$ cat src/rtl/imdp_pkg.sv
`default_nettype none
package imdp_pkg;

  typedef logic [1:0] cmd_t;
  localparam cmd_t CMD_MASK     = 2'd0;
  localparam cmd_t CMD_UNMASK   = 2'd1;
  localparam cmd_t CMD_DISPATCH = 2'd2;

  typedef enum logic [1:0] {
    ST_IDLE,
    ST_SCAN,
    ST_DISP
  } state_t;

  localparam logic [31:0] SRC_VALID   = 32'hFFFF_FFE0;
  localparam logic [31:0] GM_RESET    = 32'hFFFF_FFE0;
  localparam logic [13:0] PI_EN_RESET = 14'h00F0;

  localparam logic [2:0] GRP_MEM  = 3'd0;
  localparam logic [2:0] GRP_DSP  = 3'd1;
  localparam logic [2:0] GRP_AI   = 3'd2;
  localparam logic [2:0] GRP_EXI0 = 3'd3;
  localparam logic [2:0] GRP_EXI1 = 3'd4;
  localparam logic [2:0] GRP_EXI2 = 3'd5;
  localparam logic [2:0] GRP_PI   = 3'd6;
  localparam logic [2:0] GRP_NONE = 3'd7;

  localparam logic [3:0] PRIO_LAST = 4'd10;

  typedef struct packed {
    logic       load;
    logic       cnt_clr;
    logic       cnt_inc;
    logic       grp_emit;
    logic       none_emit;
    logic       disp_emit;
    logic [3:0] cnt;
  } ctrl_t;

  typedef struct packed {
    logic slot_free;
    logic grp_hit;
    logic grp_last;
    logic chg_zero;
    logic disp_hit;
  } stat_t;

  typedef struct packed {
    logic [15:0] fm;
    logic [15:0] fv;
  } field_t;

  // source bits of each group
  function automatic logic [31:0] group_bits(input logic [2:0] g);
    logic [31:0] r;
    unique case (g)
      GRP_MEM:  r = 32'hF800_0000;
      GRP_DSP:  r = 32'h0700_0000;
      GRP_AI:   r = 32'h0080_0000;
      GRP_EXI0: r = 32'h0070_0000;
      GRP_EXI1: r = 32'h000E_0000;
      GRP_EXI2: r = 32'h0001_8000;
      GRP_PI:   r = 32'h0000_7FE0;
      default:  r = 32'h0000_0000;
    endcase
    return r;
  endfunction

  // source bits of all groups after g
  function automatic logic [31:0] rest_bits(input logic [2:0] g);
    logic [31:0] r;
    unique case (g)
      GRP_MEM:  r = 32'h07FF_FFE0;
      GRP_DSP:  r = 32'h00FF_FFE0;
      GRP_AI:   r = 32'h007F_FFE0;
      GRP_EXI0: r = 32'h000F_FFE0;
      GRP_EXI1: r = 32'h0001_FFE0;
      GRP_EXI2: r = 32'h0000_7FE0;
      default:  r = 32'h0000_0000;
    endcase
    return r;
  endfunction

  function automatic logic [31:0] prio_entry(input logic [3:0] k);
    logic [31:0] r;
    unique case (k)
      4'd0:    r = 32'h0000_0100;
      4'd1:    r = 32'h0000_0040;
      4'd2:    r = 32'hF800_0000;
      4'd3:    r = 32'h0000_0200;
      4'd4:    r = 32'h0000_0080;
      4'd5:    r = 32'h0000_3000;
      4'd6:    r = 32'h0000_0020;
      4'd7:    r = 32'h03FF_8C00;
      4'd8:    r = 32'h0400_0000;
      4'd9:    r = 32'h0000_4000;
      4'd10:   r = 32'hFFFF_FFFF;
      default: r = 32'h0000_0000;
    endcase
    return r;
  endfunction

  // enable value when source i (bit 31 - i) is unmasked
  function automatic logic [15:0] en(input logic [31:0] cur, input int i,
                                     input logic [15:0] val);
    return cur[31 - i] ? 16'h0000 : val;
  endfunction

  function automatic field_t group_field(input logic [2:0] g, input logic [31:0] cur);
    field_t f;
    unique case (g)
      GRP_MEM: begin
        f.fv = en(cur, 0, 16'h01) | en(cur, 1, 16'h02) | en(cur, 2, 16'h04) |
               en(cur, 3, 16'h08) | en(cur, 4, 16'h10);
        f.fm = 16'hFFFF;
      end
      GRP_DSP: begin
        f.fv = en(cur, 5, 16'h10) | en(cur, 6, 16'h40) | en(cur, 7, 16'h100);
        f.fm = 16'h01F8;
      end
      GRP_AI: begin
        f.fv = en(cur, 8, 16'h04);
        f.fm = 16'h002C;
      end
      GRP_EXI0: begin
        f.fv = en(cur, 9, 16'h001) | en(cur, 10, 16'h004) | en(cur, 11, 16'h400);
        f.fm = 16'h2C0F;
      end
      GRP_EXI1: begin
        f.fv = en(cur, 12, 16'h001) | en(cur, 13, 16'h004) | en(cur, 14, 16'h400);
        f.fm = 16'h0C0F;
      end
      GRP_EXI2: begin
        f.fv = en(cur, 15, 16'h1) | en(cur, 16, 16'h4);
        f.fm = 16'h000F;
      end
      default: begin
        f.fv = 16'h00F0 | en(cur, 17, 16'h0800) | en(cur, 20, 16'h0008) |
               en(cur, 21, 16'h0004) | en(cur, 22, 16'h0002) |
               en(cur, 23, 16'h0001) | en(cur, 24, 16'h0100) |
               en(cur, 25, 16'h1000) | en(cur, 18, 16'h0200) |
               en(cur, 19, 16'h0400) | en(cur, 26, 16'h2000);
        f.fm = 16'hFFFF;
      end
    endcase
    return f;
  endfunction

  // lowest source index present in hit
  function automatic logic [4:0] first_src(input logic [31:0] hit);
    logic [4:0] idx;
    idx = 5'd0;
    for (int i = 26; i >= 0; i--) begin
      if (hit[31 - i]) idx = 5'(i);
    end
    return idx;
  endfunction

endpackage
`default_nettype wire

$ cat src/rtl/imdp_ctrl.sv
`default_nettype none
module imdp_ctrl (
  input  wire logic            clk,
  input  wire logic            rst_n,
  input  wire logic            in_valid,
  input  wire logic [1:0]      in_cmd,
  output logic                 in_ready,
  input  wire imdp_pkg::stat_t stat,
  output imdp_pkg::ctrl_t      ctrl
);

  imdp_pkg::state_t state_r, state_nxt;
  logic [3:0] cnt_r, cnt_nxt;

  always_ff @(posedge clk) begin
    if (!rst_n) begin
      state_r <= imdp_pkg::ST_IDLE;
      cnt_r   <= 4'd0;
    end else begin
      state_r <= state_nxt;
      cnt_r   <= cnt_nxt;
    end
  end

  // next state
  always_comb begin
    state_nxt = state_r;
    unique case (state_r)
      imdp_pkg::ST_IDLE: begin
        if (in_valid) begin
          if (in_cmd == imdp_pkg::CMD_MASK || in_cmd == imdp_pkg::CMD_UNMASK)
            state_nxt = imdp_pkg::ST_SCAN;
          else if (in_cmd == imdp_pkg::CMD_DISPATCH)
            state_nxt = imdp_pkg::ST_DISP;
        end
      end
      imdp_pkg::ST_SCAN: begin
        priority if (stat.chg_zero) begin
          if (stat.slot_free) state_nxt = imdp_pkg::ST_IDLE;
        end else if (stat.grp_hit) begin
          if (stat.slot_free && stat.grp_last) state_nxt = imdp_pkg::ST_IDLE;
        end else if (cnt_r[2:0] == imdp_pkg::GRP_PI) begin
          state_nxt = imdp_pkg::ST_IDLE;
        end
      end
      imdp_pkg::ST_DISP: begin
        if ((stat.disp_hit || cnt_r == imdp_pkg::PRIO_LAST) && stat.slot_free)
          state_nxt = imdp_pkg::ST_IDLE;
      end
      default: state_nxt = imdp_pkg::ST_IDLE;
    endcase
  end

  // outputs
  always_comb begin
    in_ready       = 1'b0;
    ctrl           = '0;
    ctrl.cnt       = cnt_r;
    unique case (state_r)
      imdp_pkg::ST_IDLE: begin
        in_ready     = 1'b1;
        ctrl.load    = in_valid;
        ctrl.cnt_clr = 1'b1;
      end
      imdp_pkg::ST_SCAN: begin
        priority if (stat.chg_zero) begin
          ctrl.none_emit = stat.slot_free;
        end else if (stat.grp_hit) begin
          ctrl.grp_emit = stat.slot_free;
          ctrl.cnt_inc  = stat.slot_free && !stat.grp_last;
        end else begin
          ctrl.cnt_inc = 1'b1;
        end
      end
      imdp_pkg::ST_DISP: begin
        if (stat.disp_hit || cnt_r == imdp_pkg::PRIO_LAST)
          ctrl.disp_emit = stat.slot_free;
        else
          ctrl.cnt_inc = 1'b1;
      end
      default: ;
    endcase
  end

  always_comb begin
    cnt_nxt = cnt_r;
    if (ctrl.cnt_clr)
      cnt_nxt = 4'd0;
    else if (ctrl.cnt_inc)
      cnt_nxt = cnt_r + 4'd1;
  end

endmodule
`default_nettype wire

$ cat src/rtl/imdp_dpath.sv
`default_nettype none
module imdp_dpath (
  input  wire logic             clk,
  input  wire logic             rst_n,
  input  wire imdp_pkg::ctrl_t  ctrl,
  output imdp_pkg::stat_t       stat,
  input  wire logic             cfg_valid,
  input  wire logic [31:0]      cfg_local_mask,
  input  wire logic [1:0]       in_cmd,
  input  wire logic [31:0]      in_mask_bits,
  input  wire logic [15:0]      in_pi_status,
  input  wire logic [4:0]       in_mem_status,
  input  wire logic [15:0]      in_dsp_status,
  input  wire logic [15:0]      in_ai_status,
  input  wire logic [15:0]      in_exi0_status,
  input  wire logic [15:0]      in_exi1_status,
  input  wire logic [15:0]      in_exi2_status,
  output logic                  out_valid,
  input  wire logic             out_ready,
  output logic [31:0]           out_prev_mask,
  output logic [2:0]            out_group,
  output logic [15:0]           out_field_mask,
  output logic [15:0]           out_field_value,
  output logic                  out_found,
  output logic [4:0]            out_irq_index,
  output logic                  out_is_peripheral,
  output logic                  out_last
);

  logic [31:0] lm_r;
  logic [31:0] gm_r, gm_nxt;
  logic [13:0] pi_en_r;
  logic [31:0] prev_r, chg_r, chg_nxt, unm_r;
  logic        out_valid_r;

  logic [31:0] m, comb_mask, cause, hit, cur;
  logic [15:0] st;
  logic        pending, emit;
  logic [2:0]  g;
  imdp_pkg::field_t fld;

  assign g         = ctrl.cnt[2:0];
  assign m         = in_mask_bits & imdp_pkg::SRC_VALID;
  assign comb_mask = gm_r | lm_r;
  assign cur       = gm_r | lm_r;
  assign fld       = imdp_pkg::group_field(g, cur);
  assign hit       = unm_r & imdp_pkg::prio_entry(ctrl.cnt);
  assign emit      = ctrl.grp_emit | ctrl.none_emit | ctrl.disp_emit;

  assign stat.slot_free = !out_valid_r || out_ready;
  assign stat.grp_hit   = (chg_r & imdp_pkg::group_bits(g)) != 32'd0;
  assign stat.grp_last  = (chg_r & imdp_pkg::rest_bits(g)) == 32'd0;
  assign stat.chg_zero  = chg_r == 32'd0;
  assign stat.disp_hit  = hit != 32'd0;

  // cause gathering; source i lands on bit 31 - i
  assign st      = in_pi_status;
  assign pending = (st != 16'd0) && ((st & {2'b00, pi_en_r}) != 16'd0);
  always_comb begin
    cause = 32'd0;
    if (st[7]) begin
      for (int i = 0; i < 5; i++) cause[31 - i] = in_mem_status[i];
    end
    if (st[6]) begin
      cause[26] = in_dsp_status[3];
      cause[25] = in_dsp_status[5];
      cause[24] = in_dsp_status[7];
    end
    cause[23] = st[5] & in_ai_status[3];
    if (st[4]) begin
      cause[22] = in_exi0_status[1];
      cause[21] = in_exi0_status[3];
      cause[20] = in_exi0_status[11];
      cause[19] = in_exi1_status[1];
      cause[18] = in_exi1_status[3];
      cause[17] = in_exi1_status[11];
      cause[16] = in_exi2_status[1];
      cause[15] = in_exi2_status[3];
    end
    cause[5]  = st[13];
    cause[6]  = st[12];
    cause[12] = st[10];
    cause[13] = st[9];
    cause[7]  = st[8];
    cause[11] = st[3];
    cause[10] = st[2];
    cause[9]  = st[1];
    cause[14] = st[11];
    cause[8]  = st[0];
  end

  always_comb begin
    gm_nxt  = gm_r;
    chg_nxt = ~comb_mask & m;
    if (in_cmd == imdp_pkg::CMD_MASK) begin
      gm_nxt  = gm_r | m;
      chg_nxt = ~comb_mask & m;
    end else if (in_cmd == imdp_pkg::CMD_UNMASK) begin
      gm_nxt  = gm_r & ~m;
      chg_nxt = comb_mask & m;
    end
  end

  always_ff @(posedge clk) begin
    if (!rst_n) begin
      lm_r        <= 32'd0;
      gm_r        <= imdp_pkg::GM_RESET;
      pi_en_r     <= imdp_pkg::PI_EN_RESET;
      out_valid_r <= 1'b0;
    end else begin
      if (cfg_valid) lm_r <= cfg_local_mask;
      if (ctrl.load) gm_r <= gm_nxt;
      if (ctrl.grp_emit && g == imdp_pkg::GRP_PI) pi_en_r <= fld.fv[13:0];
      if (emit)
        out_valid_r <= 1'b1;
      else if (out_ready)
        out_valid_r <= 1'b0;
    end
  end

  always_ff @(posedge clk) begin
    if (ctrl.load) begin
      prev_r <= gm_r;
      chg_r  <= chg_nxt;
      unm_r  <= pending ? (cause & ~comb_mask) : 32'd0;
    end
    if (ctrl.grp_emit) begin
      out_prev_mask     <= prev_r;
      out_group         <= g;
      out_field_mask    <= fld.fm;
      out_field_value   <= fld.fv;
      out_found         <= 1'b0;
      out_irq_index     <= 5'd0;
      out_is_peripheral <= 1'b0;
      out_last          <= stat.grp_last;
    end else if (ctrl.none_emit) begin
      out_prev_mask     <= prev_r;
      out_group         <= imdp_pkg::GRP_NONE;
      out_field_mask    <= 16'd0;
      out_field_value   <= 16'd0;
      out_found         <= 1'b0;
      out_irq_index     <= 5'd0;
      out_is_peripheral <= 1'b0;
      out_last          <= 1'b1;
    end else if (ctrl.disp_emit) begin
      out_prev_mask     <= 32'd0;
      out_group         <= imdp_pkg::GRP_NONE;
      out_field_mask    <= 16'd0;
      out_field_value   <= 16'd0;
      out_found         <= stat.disp_hit;
      out_irq_index     <= imdp_pkg::first_src(hit);
      out_is_peripheral <= imdp_pkg::first_src(hit) > 5'd4;
      out_last          <= 1'b1;
    end
  end

  assign out_valid = out_valid_r;

`ifndef SYNTHESIS
  a_gm_low_clear: assert property (@(posedge clk) disable iff (!rst_n)
    gm_r[4:0] == 5'd0) else $error("global mask low bits set");
  a_pi_fixed: assert property (@(posedge clk) disable iff (!rst_n)
    pi_en_r[7:4] == 4'hF) else $error("pi enable fixed bits lost");
  a_emit_free: assert property (@(posedge clk) disable iff (!rst_n)
    emit |-> (!out_valid_r || out_ready)) else $error("result overwritten");
  a_found_nogrp: assert property (@(posedge clk) disable iff (!rst_n)
    (out_valid_r && out_found) |-> (out_group == imdp_pkg::GRP_NONE && out_last))
    else $error("dispatch result malformed");
  a_one_emit: assert property (@(posedge clk) disable iff (!rst_n)
    $countones({ctrl.grp_emit, ctrl.none_emit, ctrl.disp_emit}) <= 1)
    else $error("multiple emits");
`endif

endmodule
`default_nettype wire

$ cat src/rtl/interrupt_mask_and_priority_dispatch_core.sv
// Mask/unmask: accepted in idle, then one group scanned per cycle (up to 7),
//   one result per changed group, or one no-change result; held results stall.
// Dispatch: accepted in idle, one priority-table entry per cycle (up to 11),
//   single result, stalling on a held result. One request in flight at a time.
// Reset (rst_n low, synchronous): global mask 0xFFFFFFE0, pi enable 0xF0,
//   local mask 0, no result pending.
`default_nettype none
module interrupt_mask_and_priority_dispatch_core (
  input  wire logic        clk,
  input  wire logic        rst_n,
  input  wire logic        in_valid,
  output logic             in_ready,
  input  wire logic [1:0]  in_cmd,
  input  wire logic [31:0] in_mask_bits,
  input  wire logic [15:0] in_pi_status,
  input  wire logic [4:0]  in_mem_status,
  input  wire logic [15:0] in_dsp_status,
  input  wire logic [15:0] in_ai_status,
  input  wire logic [15:0] in_exi0_status,
  input  wire logic [15:0] in_exi1_status,
  input  wire logic [15:0] in_exi2_status,
  output logic             out_valid,
  input  wire logic        out_ready,
  output logic [31:0]      out_prev_mask,
  output logic [2:0]       out_group,
  output logic [15:0]      out_field_mask,
  output logic [15:0]      out_field_value,
  output logic             out_found,
  output logic [4:0]       out_irq_index,
  output logic             out_is_peripheral,
  output logic             out_last,
  input  wire logic        cfg_valid,
  output logic             cfg_ready,
  input  wire logic [31:0] cfg_local_mask
);

  imdp_pkg::ctrl_t ctrl;
  imdp_pkg::stat_t stat;

  assign cfg_ready = 1'b1;

  imdp_ctrl u_ctrl (
    .clk      (clk),
    .rst_n    (rst_n),
    .in_valid (in_valid),
    .in_cmd   (in_cmd),
    .in_ready (in_ready),
    .stat     (stat),
    .ctrl     (ctrl)
  );

  imdp_dpath u_dpath (
    .clk               (clk),
    .rst_n             (rst_n),
    .ctrl              (ctrl),
    .stat              (stat),
    .cfg_valid         (cfg_valid),
    .cfg_local_mask    (cfg_local_mask),
    .in_cmd            (in_cmd),
    .in_mask_bits      (in_mask_bits),
    .in_pi_status      (in_pi_status),
    .in_mem_status     (in_mem_status),
    .in_dsp_status     (in_dsp_status),
    .in_ai_status      (in_ai_status),
    .in_exi0_status    (in_exi0_status),
    .in_exi1_status    (in_exi1_status),
    .in_exi2_status    (in_exi2_status),
    .out_valid         (out_valid),
    .out_ready         (out_ready),
    .out_prev_mask     (out_prev_mask),
    .out_group         (out_group),
    .out_field_mask    (out_field_mask),
    .out_field_value   (out_field_value),
    .out_found         (out_found),
    .out_irq_index     (out_irq_index),
    .out_is_peripheral (out_is_peripheral),
    .out_last          (out_last)
  );

endmodule
`default_nettype wire
$ cat config.mk
export PLATFORM = sky130hd
export DESIGN_NAME = interrupt_mask_and_priority_dispatch_core
export DESIGN_NICKNAME = d
export VERILOG_FILES = /design/src/rtl/imdp_pkg.sv /design/src/rtl/imdp_ctrl.sv /design/src/rtl/imdp_dpath.sv /design/src/rtl/interrupt_mask_and_priority_dispatch_core.sv
export SDC_FILE = /design/constraint.sdc
export NUM_CORES = 1
export LEC_CHECK = 0
export ABC_AREA = 1
export BUFFER_PORTS_ARGS = -buffer_cell sky130_fd_sc_hd__buf_2
export CAP_MARGIN = 10
export CORE_MARGIN = 1
export CORE_UTILIZATION = 30
export CTS_BUF_LIST = sky130_fd_sc_hd__clkbuf_2
export CTS_CLUSTER_SIZE = 24
export DETAILED_ROUTE_END_ITERATION = 10
export GPL_TIMING_DRIVEN = 0
export SLEW_MARGIN = 25
export SYNTH_ARGS = -nofsm -noshare
export SYNTH_HDL_FRONTEND = slang
export SYNTH_SLANG_ARGS = --single-unit
export TNS_END_PERCENT = 1
$ cat constraint.sdc
create_clock -name clk -period 6.3 [get_ports clk]
set_input_delay 0.315 -clock clk [delete_from_list [all_inputs] [get_ports clk]]
set_output_delay 0.315 -clock clk [all_outputs]
set_load 0.05 [all_outputs]
Yosys cells after proc, flatten, opt, wreduce, memory -nomap -nowiden
Memory sizes are Yosys's and may differ from the RTL's. A register that Yosys moved wholly into a read port is not among the register bits.
Cells that the tools add are included.

cells by class
  add/subtract/negate cells = 1
  magnitude comparators = 1
  equal/unequal tests = 17
  mux-type cells = 105
  bitwise logic cells = 36
  reductions and logical operators = 26

operators with widths
  cell                              number
  OR 16 bit                         20
  2-to-1 mux 32 bit                 7
  case mux 32 bit (7 select lines)  1
  AND 32 bit                        6
  case mux 32 bit (6 select lines)  1
  2-to-1 mux 5 bit                  33
  case mux 27 bit (6 select lines)  1
  zero test 32 bit                  2
  2-to-1 mux 16 bit                 4
  NOT 32 bit                        2
  OR 32 bit                         2
  nonzero test 32 bit               2
  2-to-1 mux 11 bit                 3
  AND 32 x 27 -> 32 bit             1
  nonzero test 16 bit               2
  2-to-1 mux 3 bit                  10
  2-to-1 mux 2 bit                  14
  2-to-1 mux 9 bit                  2
  2-to-1 mux 1 bit                  17
  AND 16 x 14 -> 16 bit             1
  2-to-1 mux 4 bit                  4
  2-to-1 mux 14 bit                 1
  2-to-1 mux 13 bit                 1
  2-to-1 mux 12 bit                 1
  other kinds (31)                  48

word-level totals
  register bits = 256
  bits in read-only memories = 512
  input port bits = 172
  logic and storage cells = 204
  memories = 1

memory list
  name              words  bits a word  read ports  clocked after memory_dff  wr ports  line            RTL
  (name not given)  16     32           1           1                         0         imdp_pkg.sv:86  unique case (k)

Depth between registers and ports, before layout
  depth in word-level cells = 32
  mapped depth = 28
  depth with buffers taken out = 28

Hierarchy
From an unflattened synthesis, not the netlist that was laid out.

second synthesis, totals
  cell total of the unflattened synthesis = 1008
  area, all modules = 9277.6 um^2

modules (own cells, without submodules)
  module                                     times used  cells each  area an instance (um^2)
  imdp_dpath                                 1           926         8759.7
  imdp_ctrl                                  1           80          506.7
  interrupt_mask_and_priority_dispatch_core  1           2           11.3

Worst setup path before layout
OpenSTA, ideal clock, no wires.

  kind = register -> register
  start = register u_ctrl.cnt_r[0]
  end = register u_dpath.out_found
  data arrival time = 3161 ps
  data required time = 6186 ps
  slack = 3025 ps
  stages on the path, launching flop included = 16
  period minus slack after synthesis = 3275 ps
  cell sequence = dfxtp_1 inv_1 ha_1 inv_2 nor2_8 nor2_4 nand2_1 o21ai_0 nand2_1 nand2_1 a21oi_1 inv_1 nand2_1 inv_1 a21oi_1 inv_1

on the way
  word-level cells in the longest chain between the ends = 8
  elaborated cells on any way between the ends = 18

RTL lines
  item                                         line               RTL
  start: declaration                           imdp_ctrl.sv:13    logic [3:0] cnt_r, cnt_nxt;
  start signal: assignment                     imdp_ctrl.sv:21    cnt_r <= cnt_nxt;
  == test 3 bit, or another cell as far along  imdp_pkg.sv:56     unique case (g)
  case mux 32 bit (7 select lines)             imdp_pkg.sv:56
  AND 32 bit                                   imdp_dpath.sv:51   assign stat.grp_hit = (chg_r & imdp_pkg::group_bits(g)) != 32'd0;
  nonzero test 32 bit                          imdp_dpath.sv:51
  2-to-1 mux 1 bit                             imdp_ctrl.sv:68    end else if (stat.grp_hit) begin
  2-to-1 mux 2 bit                             imdp_ctrl.sv:66    priority if (stat.chg_zero) begin
  2-to-1 mux 2 bit                             imdp_ctrl.sv:59    unique case (state_r)
  OR reduction 2 bit (no line)                 --
  end signal: assignment                       imdp_dpath.sv:150  out_found <= stat.disp_hit;
  end: declaration                             imdp_dpath.sv:24   output logic out_found,

Several ways; a longest one is shown, not always the timed one.
A chain may end at the register's enable or synchronous reset.

==> metrics.txt <==
register area=5816 um2; area occupied by multi-input gates=3194 um2; DRT Pass-1 Iters=5; Synth area leader=edfxtp_1; Clock Tree Root=clkbuf_2; worst-case clock skew=0.1076 ns; f_max=0.3161 GHz; fin crit period=3.164 ns; leak pwr=5.617 nW; fill count=3192; unrepaired setup endpoints after global routing=no; max_cap viols=0; layout cell share with drive strength beyond 1=23.11%; routed vias/inst=4.602; largest cells by area after synthesis=edfxtp_1 42%, dfxtp_1 19%, nor2_1 7.0%; Top Ports=250; Worst EP arrival=3.95 ns; Net Sw Power=2.019 mW; Post-synth EDFFs=133; pin count of the biggest net entering global routing=51; post-synth cell types=47; # DRC=0; Fin Setup TNS=0 ns; maximum fanout along the worst path=7; Clock power frac=21.3%; Clock Sinks=224; clock buffer depth=3; max-slew violation count=0; critical path's slowest cell=dfxtp_1; Max VDD drop=0.1971 mV; DP Worst Slack=3.160 ns; sw frac=41.79%; final wirelength=29250 um; Async SR Flop Fraction=0%; Syn. warnings=0; PortBufs=158; Seq pwr share=42.9%; synth-to-layout area growth=34.79%; CP peak stage delay=0.45 ns; post-placement cell area=11010 um2; worst setup margin=3.136 ns; Seq cells post-synth=224; Synth Flop Type=edfxtp_1; sequential element share of the synthesized area=60.45%; Final ANT Viol Nets=0; postcts setup bufs=0; period utilisation layout=50.22%; vias in the first global route=8392; Power Density=372.6 nW/um2; Design Area, Final=12970 um2; Fin. Hold Viols=0; type of origin of the critical path=flop; Cells after Synth=1018; Slew @ Worst Pin=0.7632 ns; # nets final=1567; mapped cell area=9620 um2; Initial Util=30.49%; status=complete, no violations; Cell Chain, Critical Path=inv_1 -> ha_1 -> inv_2 -> nor2_8 -> inv_1 -> nor2_1 -> a221oi_2 -> nand3_1 -> nand2_1 -> nand2_1 -> nand2_1 -> o21ai_2 -> nand2_2 -> nor2_1 -> nor3_1 -> ha_1 -> inv_1 -> nor2_4 -> nand2_4 -> nand2_1; full die area=32790 um2; total core area=31560 um2; Final Wtd Congestion=0.8700; Slew HR=49.12%; critical path class=reg -> reg; CP Buf/Inv Count=4; average cell area after synthesis=9.450 um2; Worst Path Required=7.08 ns; grt ovf=0; die height=181.1 um; antenna violations before repair=1; clk slew on worst S/H paths=0.11 ns; crit-path most repeated cell=nand2_1; TritonCTS Buffers=57; via count=8445; Synth top area share=41.51%; gr usage total=17.99%; CTS tree=built; Internal Power=2.813 mW; WL/cell=15.94 um; crit end category=flop; num rows=65; final setup vio count=0; DP Wirelength=21560 um; Combinational Power Share=35.8%; most common cell in the netlist=nor2_1; first-pass GRT wire length=44880 um; Clock Latency Late Sink=0.92 ns; Tightest Hold Check Type=in -> reg; synth cell count leaders=179 x nor2_1, 154 x nand2_1, 133 x edfxtp_1; delay-heaviest family, CP=simple AND/OR/NAND/NOR gates; DRT iter0 DRCs=504; H-tree Lvls=2; die extent in x=181.1 um
## placed cells by master, fill, tap and decap left out, types with 10 or more instances in the layout
cell type      synthesis  routed
a21oi_1               78      78
buf_2                  2     160
buf_4                 18      18
clkbuf_1              25      25
clkbuf_2               0      90
clkinv_1               1      14
dfxtp_1               91      91
dlygate4sd3_1          0     140
edfxtp_1             133     133
ha_1                  12      12
inv_1                 86      85
inv_2                 10      10
nand2_1              154     153
nand3_1               35      35
nor2_1               179     179
nor3_1                16      15
o21ai_0               96      96
## worst paths after layout
path / startpoint / to / slack, ns / depth (start not counted)
max reg2reg: u_ctrl.cnt_r[1] / flop / 3.14 / 20
min reg2reg: flop / u_dpath.prev_r[10] / 0.45 / 0
max: u_ctrl.cnt_r[1] / flop / 3.14 / 20
min: cfg_valid / u_dpath.lm_r[29] / 0.14 / 4
## final cells by class
class | count | area share (%)
diodes | 1 | 0.01930
plain buffers | 49 | 2.074
clock buffers | 90 | 3.474
clock inverters | 18 | 0.8201
inverters | 99 | 2.924
multi-input cells | 652 | 24.63
flip-flops and latches | 224 | 44.85
well taps | 402 | 3.879
repair buffers | 300 | 17.33
## kinds of logic (layout without fill, tap and decap cells)
family | count (synthesis) | count (layout) | share of synthesized area (%)
DFF | 224 | 224 | 60.45
buffers and inverters | 148 | 556 | 6.711
adders and majority gates | 12 | 12 | 1.561
AOI/OAI and AO/OA | 205 | 205 | 11.57
other | 2 | 9 | 0.07806
and+or+nand+nor | 427 | 427 | 19.63
## power groups by stage
stage	Sequential, mW	Combinational [mW]	Clock [mW]
3_3_place_gp	2.14	1.61	0
5_1_grt	2.11	1.85	1.14
6_report	2.07	1.73	1.03
4_1_cts	2.08	1.74	1.07
3_5_place_dp	2.11	1.67	0
2_1_floorplan	2.64	0.664	0
## per-layer routing
metal	up-vias	track usage (%)	routed length, um
li1	4167	-	-
met1	3878	22.48	12570
met2	327	29.00	13220
met3	73	3.769	2066
met4	0	10.00	1382
met5	-	0	0
## worst min-delay path, stage by stage
cell      delay (ns)
clkbuf_1        0.24
clkinv_1        0.28
nor2_1          0.07
nor2_1          0.10
## timing repair
action | in CTS | in global routing
hold buffers | 140 | 0
endpoints found under the hold margin | 118 | 0
gates resized for setup | 0 | 0
## metrics by stage
| step | utilization, % | total power [mW] | hold WS [ns] | std cells |
|---|---|---|---|---|
| 6_report | 41.09 | 4.832 | 0.1385 | 1835 |
| 5_1_grt | 41.09 | 5.103 | 0.1348 | 1835 |
| 4_1_cts | 41.09 | 4.887 | 0.08600 | 1834 |
| 3_5_place_dp | 34.88 | 3.776 | 0.4413 | 1586 |
| 3_3_place_gp | 34.66 | 3.749 | 0.4384 | 1584 |
| 2_1_floorplan | - | 3.303 | 0.4196 | 1024 |
Power figures use the tool's default switching activity.
